===== src/design/gmc_pkg.sv =====
// ----------------------------------------------------------------------------
// Gate motor controller package
// Mode codes, register indexes, widths and reset values.
// ----------------------------------------------------------------------------
package gmc_pkg;

  localparam int MODE_W   = 3;
  localparam int SEC_W    = 11;
  localparam int LIMIT_W  = 10;
  localparam int BLINK_W  = 6;
  localparam int CFG_IDX_W = 3;
  localparam int CFG_DATA_W = 10;
  localparam int IN_DATA_W  = 8;
  localparam int OUT_DATA_W = 8;

  typedef logic [MODE_W-1:0]    mode_t;
  typedef logic [SEC_W-1:0]     sec_t;
  typedef logic [LIMIT_W-1:0]   limit_t;
  typedef logic [BLINK_W-1:0]   blink_t;
  typedef logic [CFG_IDX_W-1:0] cfg_idx_t;

  localparam mode_t MODE_INITIAL = 3'd0;
  localparam mode_t MODE_CLOSING = 3'd1;
  localparam mode_t MODE_OPENING = 3'd2;
  localparam mode_t MODE_CLOSED  = 3'd3;
  localparam mode_t MODE_OPEN    = 3'd4;
  localparam mode_t MODE_ERROR   = 3'd5;
  localparam mode_t MODE_STOP    = 3'd6;

  localparam cfg_idx_t REG_RUN_LIMIT  = 3'd0;
  localparam cfg_idx_t REG_AUTO_CLOSE = 3'd1;
  localparam cfg_idx_t REG_SLOW_BLINK = 3'd2;
  localparam cfg_idx_t REG_FAST_BLINK = 3'd3;
  localparam cfg_idx_t REG_ERROR_BUZZ = 3'd4;

  localparam limit_t RUN_LIMIT_RST  = 10'd180;
  localparam limit_t AUTO_CLOSE_RST = 10'd100;
  localparam blink_t SLOW_BLINK_RST = 6'd2;
  localparam blink_t FAST_BLINK_RST = 6'd1;
  localparam blink_t ERROR_BUZZ_RST = 6'd40;

  localparam sec_t   SECONDS_MAX = 11'd2047;
  localparam blink_t BLINK_MAX   = 6'd63;

endpackage


===== src/design/gate_motor_controller_fsm_unit.sv =====
// Gate opener controller. Takes one input word per clock unless the output stalls and
// returns one registered result word per input word, in the cycle after acceptance; the
// rate is set by the combinational state update feeding the output register. in_tready
// stays high while the output register is empty or being drained. Configuration writes
// are taken at any time when out of reset and should be issued while the block is idle.
// ----------------------------------------------------------------------------
// gate_motor_controller_fsm_unit
// Seven-mode gate controller with travel timeout, auto-close and blink logic.
// ----------------------------------------------------------------------------
module gate_motor_controller_fsm_unit #(
  parameter int TICKS_PER_SECOND = 4
) (
  input  logic                           clk,
  input  logic                           rst_n,
  // in_tdata: [0] limit_closed, [1] limit_open, [2] press_open, [3] press_close,
  //           [4] press_single, [5] press_reset, [6] tick, [7] zero
  input  logic                           in_tvalid,
  output logic                           in_tready,
  input  logic [gmc_pkg::IN_DATA_W-1:0]  in_tdata,
  // out_tdata: [2:0] gate_state, [3] motor_open, [4] motor_close, [5] lamp_on,
  //            [6] buzzer_on, [7] zero
  output logic                           out_tvalid,
  input  logic                           out_tready,
  output logic [gmc_pkg::OUT_DATA_W-1:0] out_tdata,
  input  logic                           cfg_valid,
  output logic                           cfg_ready,
  input  logic [gmc_pkg::CFG_IDX_W-1:0]  cfg_index,
  input  logic [gmc_pkg::CFG_DATA_W-1:0] cfg_data
);
  import gmc_pkg::*;

  localparam int SubW = (TICKS_PER_SECOND > 1) ? $clog2(TICKS_PER_SECOND) : 1;
  localparam logic [SubW-1:0] SubLast = SubW'(TICKS_PER_SECOND - 1);

  logic             in_accept;
  logic             cfg_accept;

  limit_t           run_limit_r;
  limit_t           auto_close_r;
  blink_t           slow_blink_r;
  blink_t           fast_blink_r;
  blink_t           error_buzz_r;

  mode_t            mode_r,   mode_nxt;
  sec_t             travel_r, travel_nxt;
  sec_t             open_r,   open_nxt;
  logic [SubW-1:0]  sub_r,    sub_nxt;
  blink_t           blink_r,  blink_nxt;
  logic             lamp_r,   lamp_nxt;
  logic             buzz_r,   buzz_nxt;

  logic             out_valid_r;
  logic [OUT_DATA_W-1:0] out_data_r;

  logic lim_closed, lim_open, p_open, p_close, p_single, p_reset, tick;

  assign lim_closed = in_tdata[0];
  assign lim_open   = in_tdata[1];
  assign p_open     = in_tdata[2];
  assign p_close    = in_tdata[3];
  assign p_single   = in_tdata[4];
  assign p_reset    = in_tdata[5];
  assign tick       = in_tdata[6];

  assign in_tready  = rst_n && (!out_valid_r || out_tready);
  assign in_accept  = in_tvalid && in_tready;
  assign cfg_ready  = rst_n;
  assign cfg_accept = cfg_valid && cfg_ready;

  assign out_tvalid = out_valid_r;
  assign out_tdata  = out_data_r;

  always_comb begin
    mode_t  cur;
    mode_t  tgt;
    logic   change;
    blink_t period;
    blink_t eff;
    logic   hit;

    travel_nxt = travel_r;
    open_nxt   = open_r;
    sub_nxt    = sub_r;
    blink_nxt  = blink_r;
    lamp_nxt   = lamp_r;
    buzz_nxt   = buzz_r;
    cur        = (mode_r > MODE_STOP) ? MODE_INITIAL : mode_r;
    tgt        = cur;
    change     = 1'b0;

    if (tick) begin
      if (blink_r != BLINK_MAX) begin
        blink_nxt = blink_r + 1'b1;
      end
      if (sub_r == SubLast) begin
        sub_nxt = '0;
        if ((cur == MODE_CLOSING || cur == MODE_OPENING) && travel_r != SECONDS_MAX) begin
          travel_nxt = travel_r + 1'b1;
        end
        if (cur == MODE_OPEN && open_r != SECONDS_MAX) begin
          open_nxt = open_r + 1'b1;
        end
      end else begin
        sub_nxt = sub_r + 1'b1;
      end
    end

    // blink / buzz period for the current mode; zero acts as one
    if (cur == MODE_CLOSING) begin
      period = fast_blink_r;
    end else if (cur == MODE_OPENING) begin
      period = slow_blink_r;
    end else begin
      period = error_buzz_r;
    end
    eff = (period == '0) ? BLINK_W'(1) : period;
    hit = (blink_nxt >= eff);

    unique case (cur)
      MODE_INITIAL: begin
        change = 1'b1;
        if (lim_closed && lim_open) begin
          tgt = MODE_ERROR;
        end else if (lim_closed) begin
          tgt = MODE_CLOSED;
        end else if (lim_open) begin
          tgt = MODE_CLOSING;
        end else begin
          tgt = MODE_STOP;
        end
      end
      MODE_CLOSING, MODE_OPENING: begin
        if (hit) begin
          lamp_nxt  = !lamp_r;
          buzz_nxt  = !lamp_r;
          blink_nxt = '0;
        end
        if (cur == MODE_CLOSING && lim_closed) begin
          tgt = MODE_CLOSED;   change = 1'b1;
        end else if (cur == MODE_OPENING && lim_open) begin
          tgt = MODE_OPEN;     change = 1'b1;
        end else if (p_open || p_close || (cur == MODE_OPENING && p_single)) begin
          tgt = MODE_STOP;     change = 1'b1;
        end else if (travel_nxt > {1'b0, run_limit_r}) begin
          tgt = MODE_ERROR;    change = 1'b1;
        end
      end
      MODE_CLOSED: begin
        if (p_open || p_single) begin
          tgt = MODE_OPENING;  change = 1'b1;
        end
      end
      MODE_OPEN: begin
        if (p_close || p_single || (open_nxt >= {1'b0, auto_close_r})) begin
          tgt = MODE_CLOSING;  change = 1'b1;
        end
      end
      MODE_ERROR: begin
        if (hit) begin
          buzz_nxt  = !buzz_r;
          blink_nxt = '0;
        end
        if (p_reset) begin
          tgt = MODE_INITIAL;  change = 1'b1;
        end
      end
      MODE_STOP: begin
        if (p_close && !lim_closed) begin
          tgt = MODE_CLOSING;  change = 1'b1;
        end else if (p_open && !lim_open) begin
          tgt = MODE_OPENING;  change = 1'b1;
        end else if (p_open && p_close) begin
          tgt = MODE_STOP;     change = 1'b1;
        end else if (p_single && !lim_open && !lim_closed) begin
          tgt = MODE_CLOSING;  change = 1'b1;
        end else if (p_reset) begin
          tgt = MODE_INITIAL;  change = 1'b1;
        end
      end
      default: begin
        tgt    = MODE_INITIAL;
        change = 1'b1;
      end
    endcase

    if (change && (tgt == MODE_CLOSING || tgt == MODE_OPENING)) begin
      travel_nxt = '0;
      sub_nxt    = '0;
    end else if (change && tgt == MODE_OPEN) begin
      open_nxt = '0;
      sub_nxt  = '0;
      lamp_nxt = 1'b1;
    end
    mode_nxt = tgt;
  end

  always_ff @(posedge clk) begin
    if (!rst_n) begin
      run_limit_r  <= RUN_LIMIT_RST;
      auto_close_r <= AUTO_CLOSE_RST;
      slow_blink_r <= SLOW_BLINK_RST;
      fast_blink_r <= FAST_BLINK_RST;
      error_buzz_r <= ERROR_BUZZ_RST;
    end else if (cfg_accept) begin
      case (cfg_index)
        REG_RUN_LIMIT:  run_limit_r  <= cfg_data;
        REG_AUTO_CLOSE: auto_close_r <= cfg_data;
        REG_SLOW_BLINK: slow_blink_r <= cfg_data[BLINK_W-1:0];
        REG_FAST_BLINK: fast_blink_r <= cfg_data[BLINK_W-1:0];
        REG_ERROR_BUZZ: error_buzz_r <= cfg_data[BLINK_W-1:0];
        default: ;
      endcase
    end
  end

  always_ff @(posedge clk) begin
    if (!rst_n) begin
      mode_r   <= MODE_INITIAL;
      travel_r <= '0;
      open_r   <= '0;
      sub_r    <= '0;
      blink_r  <= '0;
      lamp_r   <= 1'b0;
      buzz_r   <= 1'b0;
    end else if (in_accept) begin
      mode_r   <= mode_nxt;
      travel_r <= travel_nxt;
      open_r   <= open_nxt;
      sub_r    <= sub_nxt;
      blink_r  <= blink_nxt;
      lamp_r   <= lamp_nxt;
      buzz_r   <= buzz_nxt;
    end
  end

  always_ff @(posedge clk) begin
    if (!rst_n) begin
      out_valid_r <= 1'b0;
    end else if (in_accept) begin
      out_valid_r <= 1'b1;
    end else if (out_tready) begin
      out_valid_r <= 1'b0;
    end
  end

  always_ff @(posedge clk) begin
    if (in_accept) begin
      out_data_r <= {1'b0, buzz_nxt, lamp_nxt, (mode_nxt == MODE_CLOSING),
                     (mode_nxt == MODE_OPENING), mode_nxt};
    end
  end

endmodule


===== config.mk =====
export PLATFORM = sky130hd
export DESIGN_NAME = gate_motor_controller_fsm_unit
export DESIGN_NICKNAME = d
export VERILOG_FILES = /design/src/design/gmc_pkg.sv /design/src/design/gate_motor_controller_fsm_unit.sv
export SDC_FILE = /design/constraint.sdc
export NUM_CORES = 1
export LEC_CHECK = 0
export ABC_AREA = 1
export BUFFER_PORTS_ARGS = -buffer_cell sky130_fd_sc_hd__clkbuf_2
export CORE_MARGIN = 2
export CORE_UTILIZATION = 45
export DETAILED_ROUTE_END_ITERATION = 10
export MAX_ROUTING_LAYER = met4
export PLACE_DENSITY = 0.66
export SYNTH_ARGS = -nofsm -noshare
export SYNTH_HDL_FRONTEND = slang
export SYNTH_SLANG_ARGS = --single-unit

===== constraint.sdc =====
create_clock -name clk -period 3.7 [get_ports clk]
set_input_delay 0.37 -clock clk [delete_from_list [all_inputs] [get_ports clk]]
set_output_delay 0.37 -clock clk [all_outputs]
set_load 0.01 [all_outputs]

==> metrics.cfg, run 1 <==
[worst_setup_path]
startpoint=travel_r[0]
crit_type=flop to flop
cp.arrival_ns=3.76
r2r_setup_slack_ns=0.17
startpoint_type=flop
end_kind=flop
r2r_start=travel_r[0]
reg2reg_depth=27
required_ns=3.93
critical_path.max_fanout=5
r2r_end=open_r[5]

[cells_and_area]
stdcell_count=877
area_delta_synth_final_pct=15.2
nFillCells=1049
fin_nets=791
drive_gt1_share_pct=19.8
antenna_cells=0
stdcell_area_mm2=0.00571

[floorplan]
dieArea_mm2=0.0119
die_w_um=109
io_pins=37
initial_utilization_pct=45.9
rows=38
core_area_mm2=0.0108
die_h_um=109

[yosys]
synth_edf_count=7
avgSynthCellArea_um2=7.16
yosys_warnings=0
synthCells=692
yosysSeqAreaShare_pct=34.1
yosysUniqueCellTypes=44
syn-cell-area_mm2=0.00496
synthFlopType=dfxtp_1
synth_seq_cells=81
synthArstFlopShare_pct=0
syn_nets=751

[pwr]
p_per_area_mw_per_mm2=373
p_leak_nw=2.55
swShare_pct=32.2
pwr-share-comb_pct=23.6
power.share.sequential_pct=44.0
intPower_w=0.00144
peakVddDrop_uv=208
switchingPower_w=0.000686
p_clk_share_pct=32.4

[flow_run]
maxCapViolCount=0

[routing]
drcViolationCount=0
viasPerCell=5.24
wirelength_mm=11.9
postRouteAntennaNets=0
dr.pass1.iters=5
num_vias=4599
wl_per_cell_um=13.6
drt-initial-drc-count=197

[run_status]
status=finished, final reports clean

[cts]
clock_path_buffers=2
cts_tree=built
clkSlewWorstSetupHoldPaths_ns=0.09
cts_inserted_buffers=9
postCtsHoldBufs=0
cts_root_buf=clkbuf_8
cts_htree_levels=3
insertion_delay_ns=0.36
cts_num_sinks=81

[global_route]
grt_pass1_vias=4088
grt_remaining_overflow=0
grt_pass1_wl_mm=19.1
grt_max_degree=42
antenna_found_initial=0
grtUsageTotal_pct=21.1

[sta]
finalSetupViolCount=0
tightest_slew_ns=0.861
hold_slack_ns=0.237
relSlewSlack_pct=42.5
hold_viol=0
fin_skew_ns=0.00793
fin_crit_sh_pct=95.3
slew_violations=0
finalSetupTns_ns=0
fmax_ghz=0.284
post-route-min-period_ns=3.53

[worst_hold_path]
hp-start=cfg_data[6]
hold_path_depth=3
min_to=auto_close_r[6]
hold_path_class=input port to flop

[place]
port_buffers=34
dpl.cell_count=854
place_congestion=0.910
placed_area_mm2=0.00528
hpwl_mm=8.76

-- worst max-delay path, cell delays in order (launching register included) --
cell and delay (ns):
dfxtp_4 0.37, ha_2 0.20, nand3_2 0.10, nor2_4 0.14
nand4_1 0.15, nand3_4 0.18, inv_2 0.06, nand2_2 0.08
xor2_2 0.16, inv_2 0.08, ha_1 0.30, nand2_2 0.09
inv_1 0.04, a21oi_1 0.14, nand2_1 0.07, nand2_1 0.06
nand2_1 0.06, nand2_2 0.13, nand3_1 0.10, nand2_2 0.09
inv_2 0.04, nor2_4 0.13, nand3_2 0.10, nor2_4 0.19
buf_6 0.15, nor2_4 0.06, nand2_1 0.09, a21oi_1 0.06
-- how the worst max path moves through the flow --
stage	end	slack [ns]	cells past startpoint
6_report	open_r[5]	0.17	27
3_3_place_gp	travel_r[0]	0.1	26
5_1_grt	sub_r[1]	-0.12	28
2_1_floorplan	sub_r[0]	0.60	27
4_1_cts	sub_r[1]	0.008	24
3_5_place_dp	sub_r[1]	0.04	24
-- timing repair --
action | in CTS | in global routing
endpoints found under the setup margin | 0 | 26
gates resized for setup | 0 | 41
hold endpoints to repair | 0 | 0
buffers inserted | 0 | 6
-- metrics by stage --
stage	util (%)	setup slack, ns	power [W]
floorplan	-	0.599	0.00127
global placement	49.0	0.0959	0.00140
detailed placement	49.0	0.0415	0.00141
CTS	51.0	0.00782	0.00210
global route	52.9	-0.124	0.00224
finish	52.9	0.174	0.00213
-- layer usage --
metal / routed length (µm) / GRT usage [%]
met2: 5430 / 33.0
met5: 0 / -
met4: 227 / 7.69
met1: 5760 / 27.9
met3: 507 / 2.57
-- registers in the layout (all words and copies together), names as in the netlist --
name / count
fast_blink_r: 6
travel_r: 11
slow_blink_r: 6
lamp_r: 1
mode_r: 3
buzz_r: 1
out_tvalid: 1
run_limit_r: 10
blink_r: 6
sub_r: 2
auto_close_r: 10
out_tdata: 7
open_r: 11
error_buzz_r: 6
-- synthesized netlist by cell type, types with 2 or more instances --
cell type | instances | area [µm²]
o22ai_1 | 2 | 12.5
xor2_1 | 16 | 140
nand2_4 | 2 | 22.5
nor3_1 | 8 | 40.0
dfxtp_1 | 74 | 1480
edfxtp_1 | 7 | 210
or2_2 | 2 | 12.5
o211ai_1 | 15 | 113
nand3_2 | 12 | 120
nand3_1 | 38 | 190
ha_1 | 33 | 413
nor2_1 | 64 | 240
nand4_1 | 12 | 75.1
a21oi_1 | 53 | 265
nand2_2 | 4 | 25.0
inv_2 | 5 | 18.8
and3_1 | 4 | 25.0
nand2_1 | 144 | 541
clkbuf_1 | 17 | 63.8
nand3_4 | 2 | 35.0
a21oi_2 | 11 | 96.3
xnor2_1 | 4 | 35.0
nor2_4 | 3 | 33.8
a21o_1 | 2 | 15.0
o21ai_0 | 46 | 230
inv_1 | 89 | 334
buf_4 | 3 | 22.5
o21ai_2 | 2 | 17.5
nor2_2 | 3 | 18.8
-- power by group through the flow --
stage | registers (W) | clock network, W | logic [W]
after floorplan | 0.000959 | 0 | 0.000316
after global placement | 0.000957 | 0 | 0.000447
after detailed placement | 0.000958 | 0 | 0.000456
after CTS | 0.000938 | 0.000708 | 0.000458
after global routing | 0.000940 | 0.000746 | 0.000556
final | 0.000936 | 0.000690 | 0.000503
-- layout make-up --
type / instances / area (µm²) / area share [%]
inverter: 96 / 363 / 6.35
multi-input combinational: 495 / 2940 / 51.5
clock buffer: 12 / 188 / 3.29
tap: 140 / 175 / 3.07
timing repair buffer: 49 / 312 / 5.46
clock inverter: 4 / 30.0 / 0.526
sequential: 81 / 1700 / 29.8
-- placed cells by master, fill, tap and decap left out, drive strengths merged, types with 2 or more instances in the layout --
cell / Yosys / layout
xor2: 16 / 16
o21ai: 49 / 49
nand2: 150 / 150
edfxtp: 7 / 7
and3: 4 / 4
nand3: 52 / 52
or2: 3 / 3
nand4: 12 / 12
ha: 33 / 33
a21oi: 64 / 64
nor3: 9 / 9
clkinv: 1 / 3
dfxtp: 74 / 74
xnor2: 4 / 4
a21o: 2 / 2
nor2: 70 / 71
o211ai: 15 / 15
o22ai: 2 / 2
inv: 95 / 96
clkbuf: 17 / 46
buf: 4 / 15
-- cell families after synthesis --
logic type | synth area share (%)
AO/OA/AOI/OAI | 16.1
XOR/XNOR | 3.53
adder cells (fa/ha/maj) | 8.33
buffers and inverters | 9.29
flip-flops | 34.1
multiplexers | 0.227
other | 0.0757
AND/OR/NAND/NOR | 28.3
No activity file was read; power rests on OpenSTA's default activity.
==> run 2, diff against run 1 <==
- ABC_AREA: 1 -> not set
==> run 2 against run 1 <==
Net effect: the run now ends with negative setup slack left; utilization rose by 5.8 points; critical endpoint is now lamp_r; fmax fell by 9.8%; clock skew rose by 0.010 ns; routed wire length rose by 15%.
==> metrics.cfg, run 2 <==
[global_route]
grt_pass1_wl_mm=22.5  ; +17%
grt_pass1_vias=4641  ; +14%
grt_remaining_overflow=0  ; unchanged
grtUsageTotal_pct=25.5  ; +4.4 points
grt_max_degree=46  ; +9.5%
antenna_found_initial=0  ; unchanged

[sta]
tightest_slew_ns=1.09  ; +0.228 ns
post-route-min-period_ns=3.91  ; +0.385 ns
fin_skew_ns=0.0180  ; +0.0101 ns
fmax_ghz=0.256  ; -9.8%
relSlewSlack_pct=26.8  ; -16 points
hold_viol=0  ; unchanged
finalSetupViolCount=26  ; +26
finalSetupTns_ns=-4.12  ; -4.12 ns
fin_crit_sh_pct=106  ; +10 points
setup_ws_ns=-0.211  ; -0.385 ns
slew_violations=0  ; unchanged
rsz0062_at_grt=yes

[yosys]
yosys_warnings=0  ; unchanged
yosysUniqueCellTypes=71  ; +61%
synth_top_area_share_pct=30.4  ; +0.48 points
synthCells=588  ; -15%
yosysSeqAreaShare_pct=34.7  ; +0.55 points
synthFlopType=dfxtp_1
synthTopCellsByArea=dfxtp_1 (30%), ha_1 (8.5%), nand2_1 (6.5%)
syn_nets=647  ; -14%
synthArstFlopShare_pct=0  ; unchanged
yosysMostFrequentCell=nand2_1
synth_top_area_cell=dfxtp_1
synth_edf_count=7  ; unchanged
synthTopCellsByCount=nand2_1 (84), dfxtp_1 (74), a21oi_1 (46), nor2_1 (39)
synth_seq_cells=81  ; unchanged
avgSynthCellArea_um2=8.29  ; +16%
syn-cell-area_mm2=0.00488  ; -1.6%

[cells_and_area]
area_delta_synth_final_pct=28.7
antenna_cells=0  ; unchanged
multiInputGateArea_mm2=0.00329  ; +12%
final_common_cell=nand2_1
nFillCells=955  ; -9.0%
regArea_mm2=0.00170  ; about the same
stdcell_area_mm2=0.00628  ; +9.9%
fin_nets=741  ; -6.3%
drive_gt1_share_pct=28.2  ; +8.4 points
largest_registers=open_r (11), travel_r (11)
final_cell_mix=nand2_1 (79), buf_4 (72), dfxtp_1 (69)

[floorplan]
core_area_mm2=0.0107  ; -0.88%
dieArea_mm2=0.0117  ; -1.5%
rows=38  ; unchanged
die_h_um=108  ; -0.77%
die_w_um=108  ; -0.77%
io_pins=37  ; unchanged
initial_utilization_pct=45.6  ; -0.33 points

[worst_setup_path]
startpoint_type=flop
cp.arrival_ns=4.23  ; +0.47 ns
end_kind=flop
r2r_end=lamp_r
critical_path.max_fanout=7  ; +2
crit_type=flop to flop
required_ns=4.02  ; +0.09 ns
r2r_start=mode_r[0]
reg2reg_depth=17  ; -37%
crit_path_end=lamp_r
startpoint=mode_r[0]
r2r_setup_slack_ns=-0.21  ; -0.38 ns

[cts]
cts_htree_levels=3  ; unchanged
cts_num_sinks=81  ; unchanged
cts_inserted_buffers=9  ; unchanged
insertion_delay_ns=0.38  ; +0.02 ns
postCtsHoldBufs=0  ; unchanged
cts_tree=built
clkSlewWorstSetupHoldPaths_ns=0.10  ; about the same
cts_root_buf=clkbuf_8
clock_path_buffers=2  ; unchanged

[routing]
postRouteAntennaNets=0  ; unchanged
dr.pass1.iters=5  ; unchanged
num_vias=4785  ; +4.0%
wl_per_cell_um=16.6  ; +22%
wirelength_mm=13.7  ; +15%
viasPerCell=5.79  ; +10%
drt-initial-drc-count=314  ; +59%
drcViolationCount=0  ; unchanged

[run_status]
status=complete, but fails checks
violations=negative setup slack

[pwr]
switchingPower_w=0.000880  ; +28%
p_clk_share_pct=27.8  ; -4.6 points
pwr-share-comb_pct=35.2  ; +12 points
intPower_w=0.00165  ; +14%
p_per_area_mw_per_mm2=403  ; +8.1%
swShare_pct=34.8  ; +2.6 points
power.share.sequential_pct=37.0  ; -7.0 points
p_leak_nw=2.71  ; +6.2%
peakVddDrop_uv=241  ; +16%

[place]
place_congestion=0.896  ; -1.5%
placed_area_mm2=0.00568  ; +7.4%
port_buffers=34  ; unchanged
hpwl_mm=9.73  ; +11%

[worst_hold_path]
hold_path_depth=3  ; unchanged
hold_path_class=input port to flop

[flow_run]
maxCapViolCount=0  ; unchanged

==> run 2: critical path: stages, from the launching register on <==
cell and delay (ns):
dfxtp_2 0.36, or3b_4 0.43, nor3_4 0.16, and3_4 0.21, nand4_1 0.12, xnor2_2 0.18
ha_1 0.31, a21o_1 0.20, a221o_1 0.35, a31o_2 0.24, a211o_1 0.30, o211ai_4 0.11
buf_6 0.14, and3_4 0.23, buf_12 0.12, nand2_8 0.07, a21oi_1 0.14, o221a_2 0.19
==> run 2: logic make-up after synthesis <==
family | synth area share (%)
AOI/OAI and AO/OA | 23.0
xor gates and xnor gates | 3.59
adders and majority gates | 8.47
other | 0.0769
buffers and inverters | 5.44
and+or+nand+nor | 20.4
muxes | 4.36
DFF | 34.7
==> run 2: worst min-delay path by stage <==
| stage | from | to | slack [ns] |
|---|---|---|---|
| final | in_tvalid | out_tvalid | 0.22 |
| after global routing | in_tvalid | out_tvalid | 0.22 |
| after CTS | in_tvalid | out_tvalid | 0.21 |
| after detailed placement | run_limit_r[3] | run_limit_r[3] | 0.45 |
| after global placement | error_buzz_r[3] | error_buzz_r[3] | 0.44 |
| after floorplan | error_buzz_r[3] | error_buzz_r[3] | 0.43 |
==> run 2: timing repair <==
action                     in CTS  in global routing
pin swaps                      30                  8
setup endpoints to repair      30                 34
gates resized for setup        35                 25
setup buffers                   8                  5
gates cloned                    2                  0
hold endpoints to repair        0                  0
==> run 2: final cells by class <==
class | count | share of cell area [%]
timing repair buffer | 111 | 12.4
multi-input combinational | 445 | 52.4
inverter | 34 | 2.03
clock buffer | 10 | 2.19
clock inverter | 6 | 1.16
tap | 140 | 2.79
sequential | 81 | 27.1
==> run 2: power by group through the flow <==
| stage | combinational [W] | sequential, W | clock [W] |
|---|---|---|---|
| 3_5_place_dp | 0.000698 | 0.000955 | 0 |
| 6_report | 0.000890 | 0.000935 | 0.000704 |
| 3_3_place_gp | 0.000684 | 0.000954 | 0 |
| 2_1_floorplan | 0.000488 | 0.000954 | 0 |
| 4_1_cts | 0.000769 | 0.000936 | 0.000717 |
| 5_1_grt | 0.000953 | 0.000938 | 0.000753 |
==> run 2: stage by stage <==
step / hold WS [ns] / util, % / cells / total power, W / setup WS, ns
floorplan: 0.434 / - / 588 / 0.00144 / -0.287
global placement: 0.443 / 53.1 / 797 / 0.00164 / -0.295
detailed placement: 0.452 / 53.1 / 797 / 0.00165 / -0.405
CTS: 0.206 / 57.0 / 822 / 0.00242 / -0.170
global route: 0.221 / 58.7 / 827 / 0.00264 / -0.385
finish: 0.217 / 58.7 / 827 / 0.00253 / -0.211
==> run 2: routing by layer <==
| metal | part of all wire, % | track usage [%] | wire length [µm] |
|---|---|---|---|
| met5 | 0 | - | 0 |
| met4 | 2.9 | 9.62 | 392 |
| met3 | 3.8 | 4.64 | 528 |
| met2 | 50 | 44.0 | 6820 |
| met1 | 44 | 29.4 | 6000 |
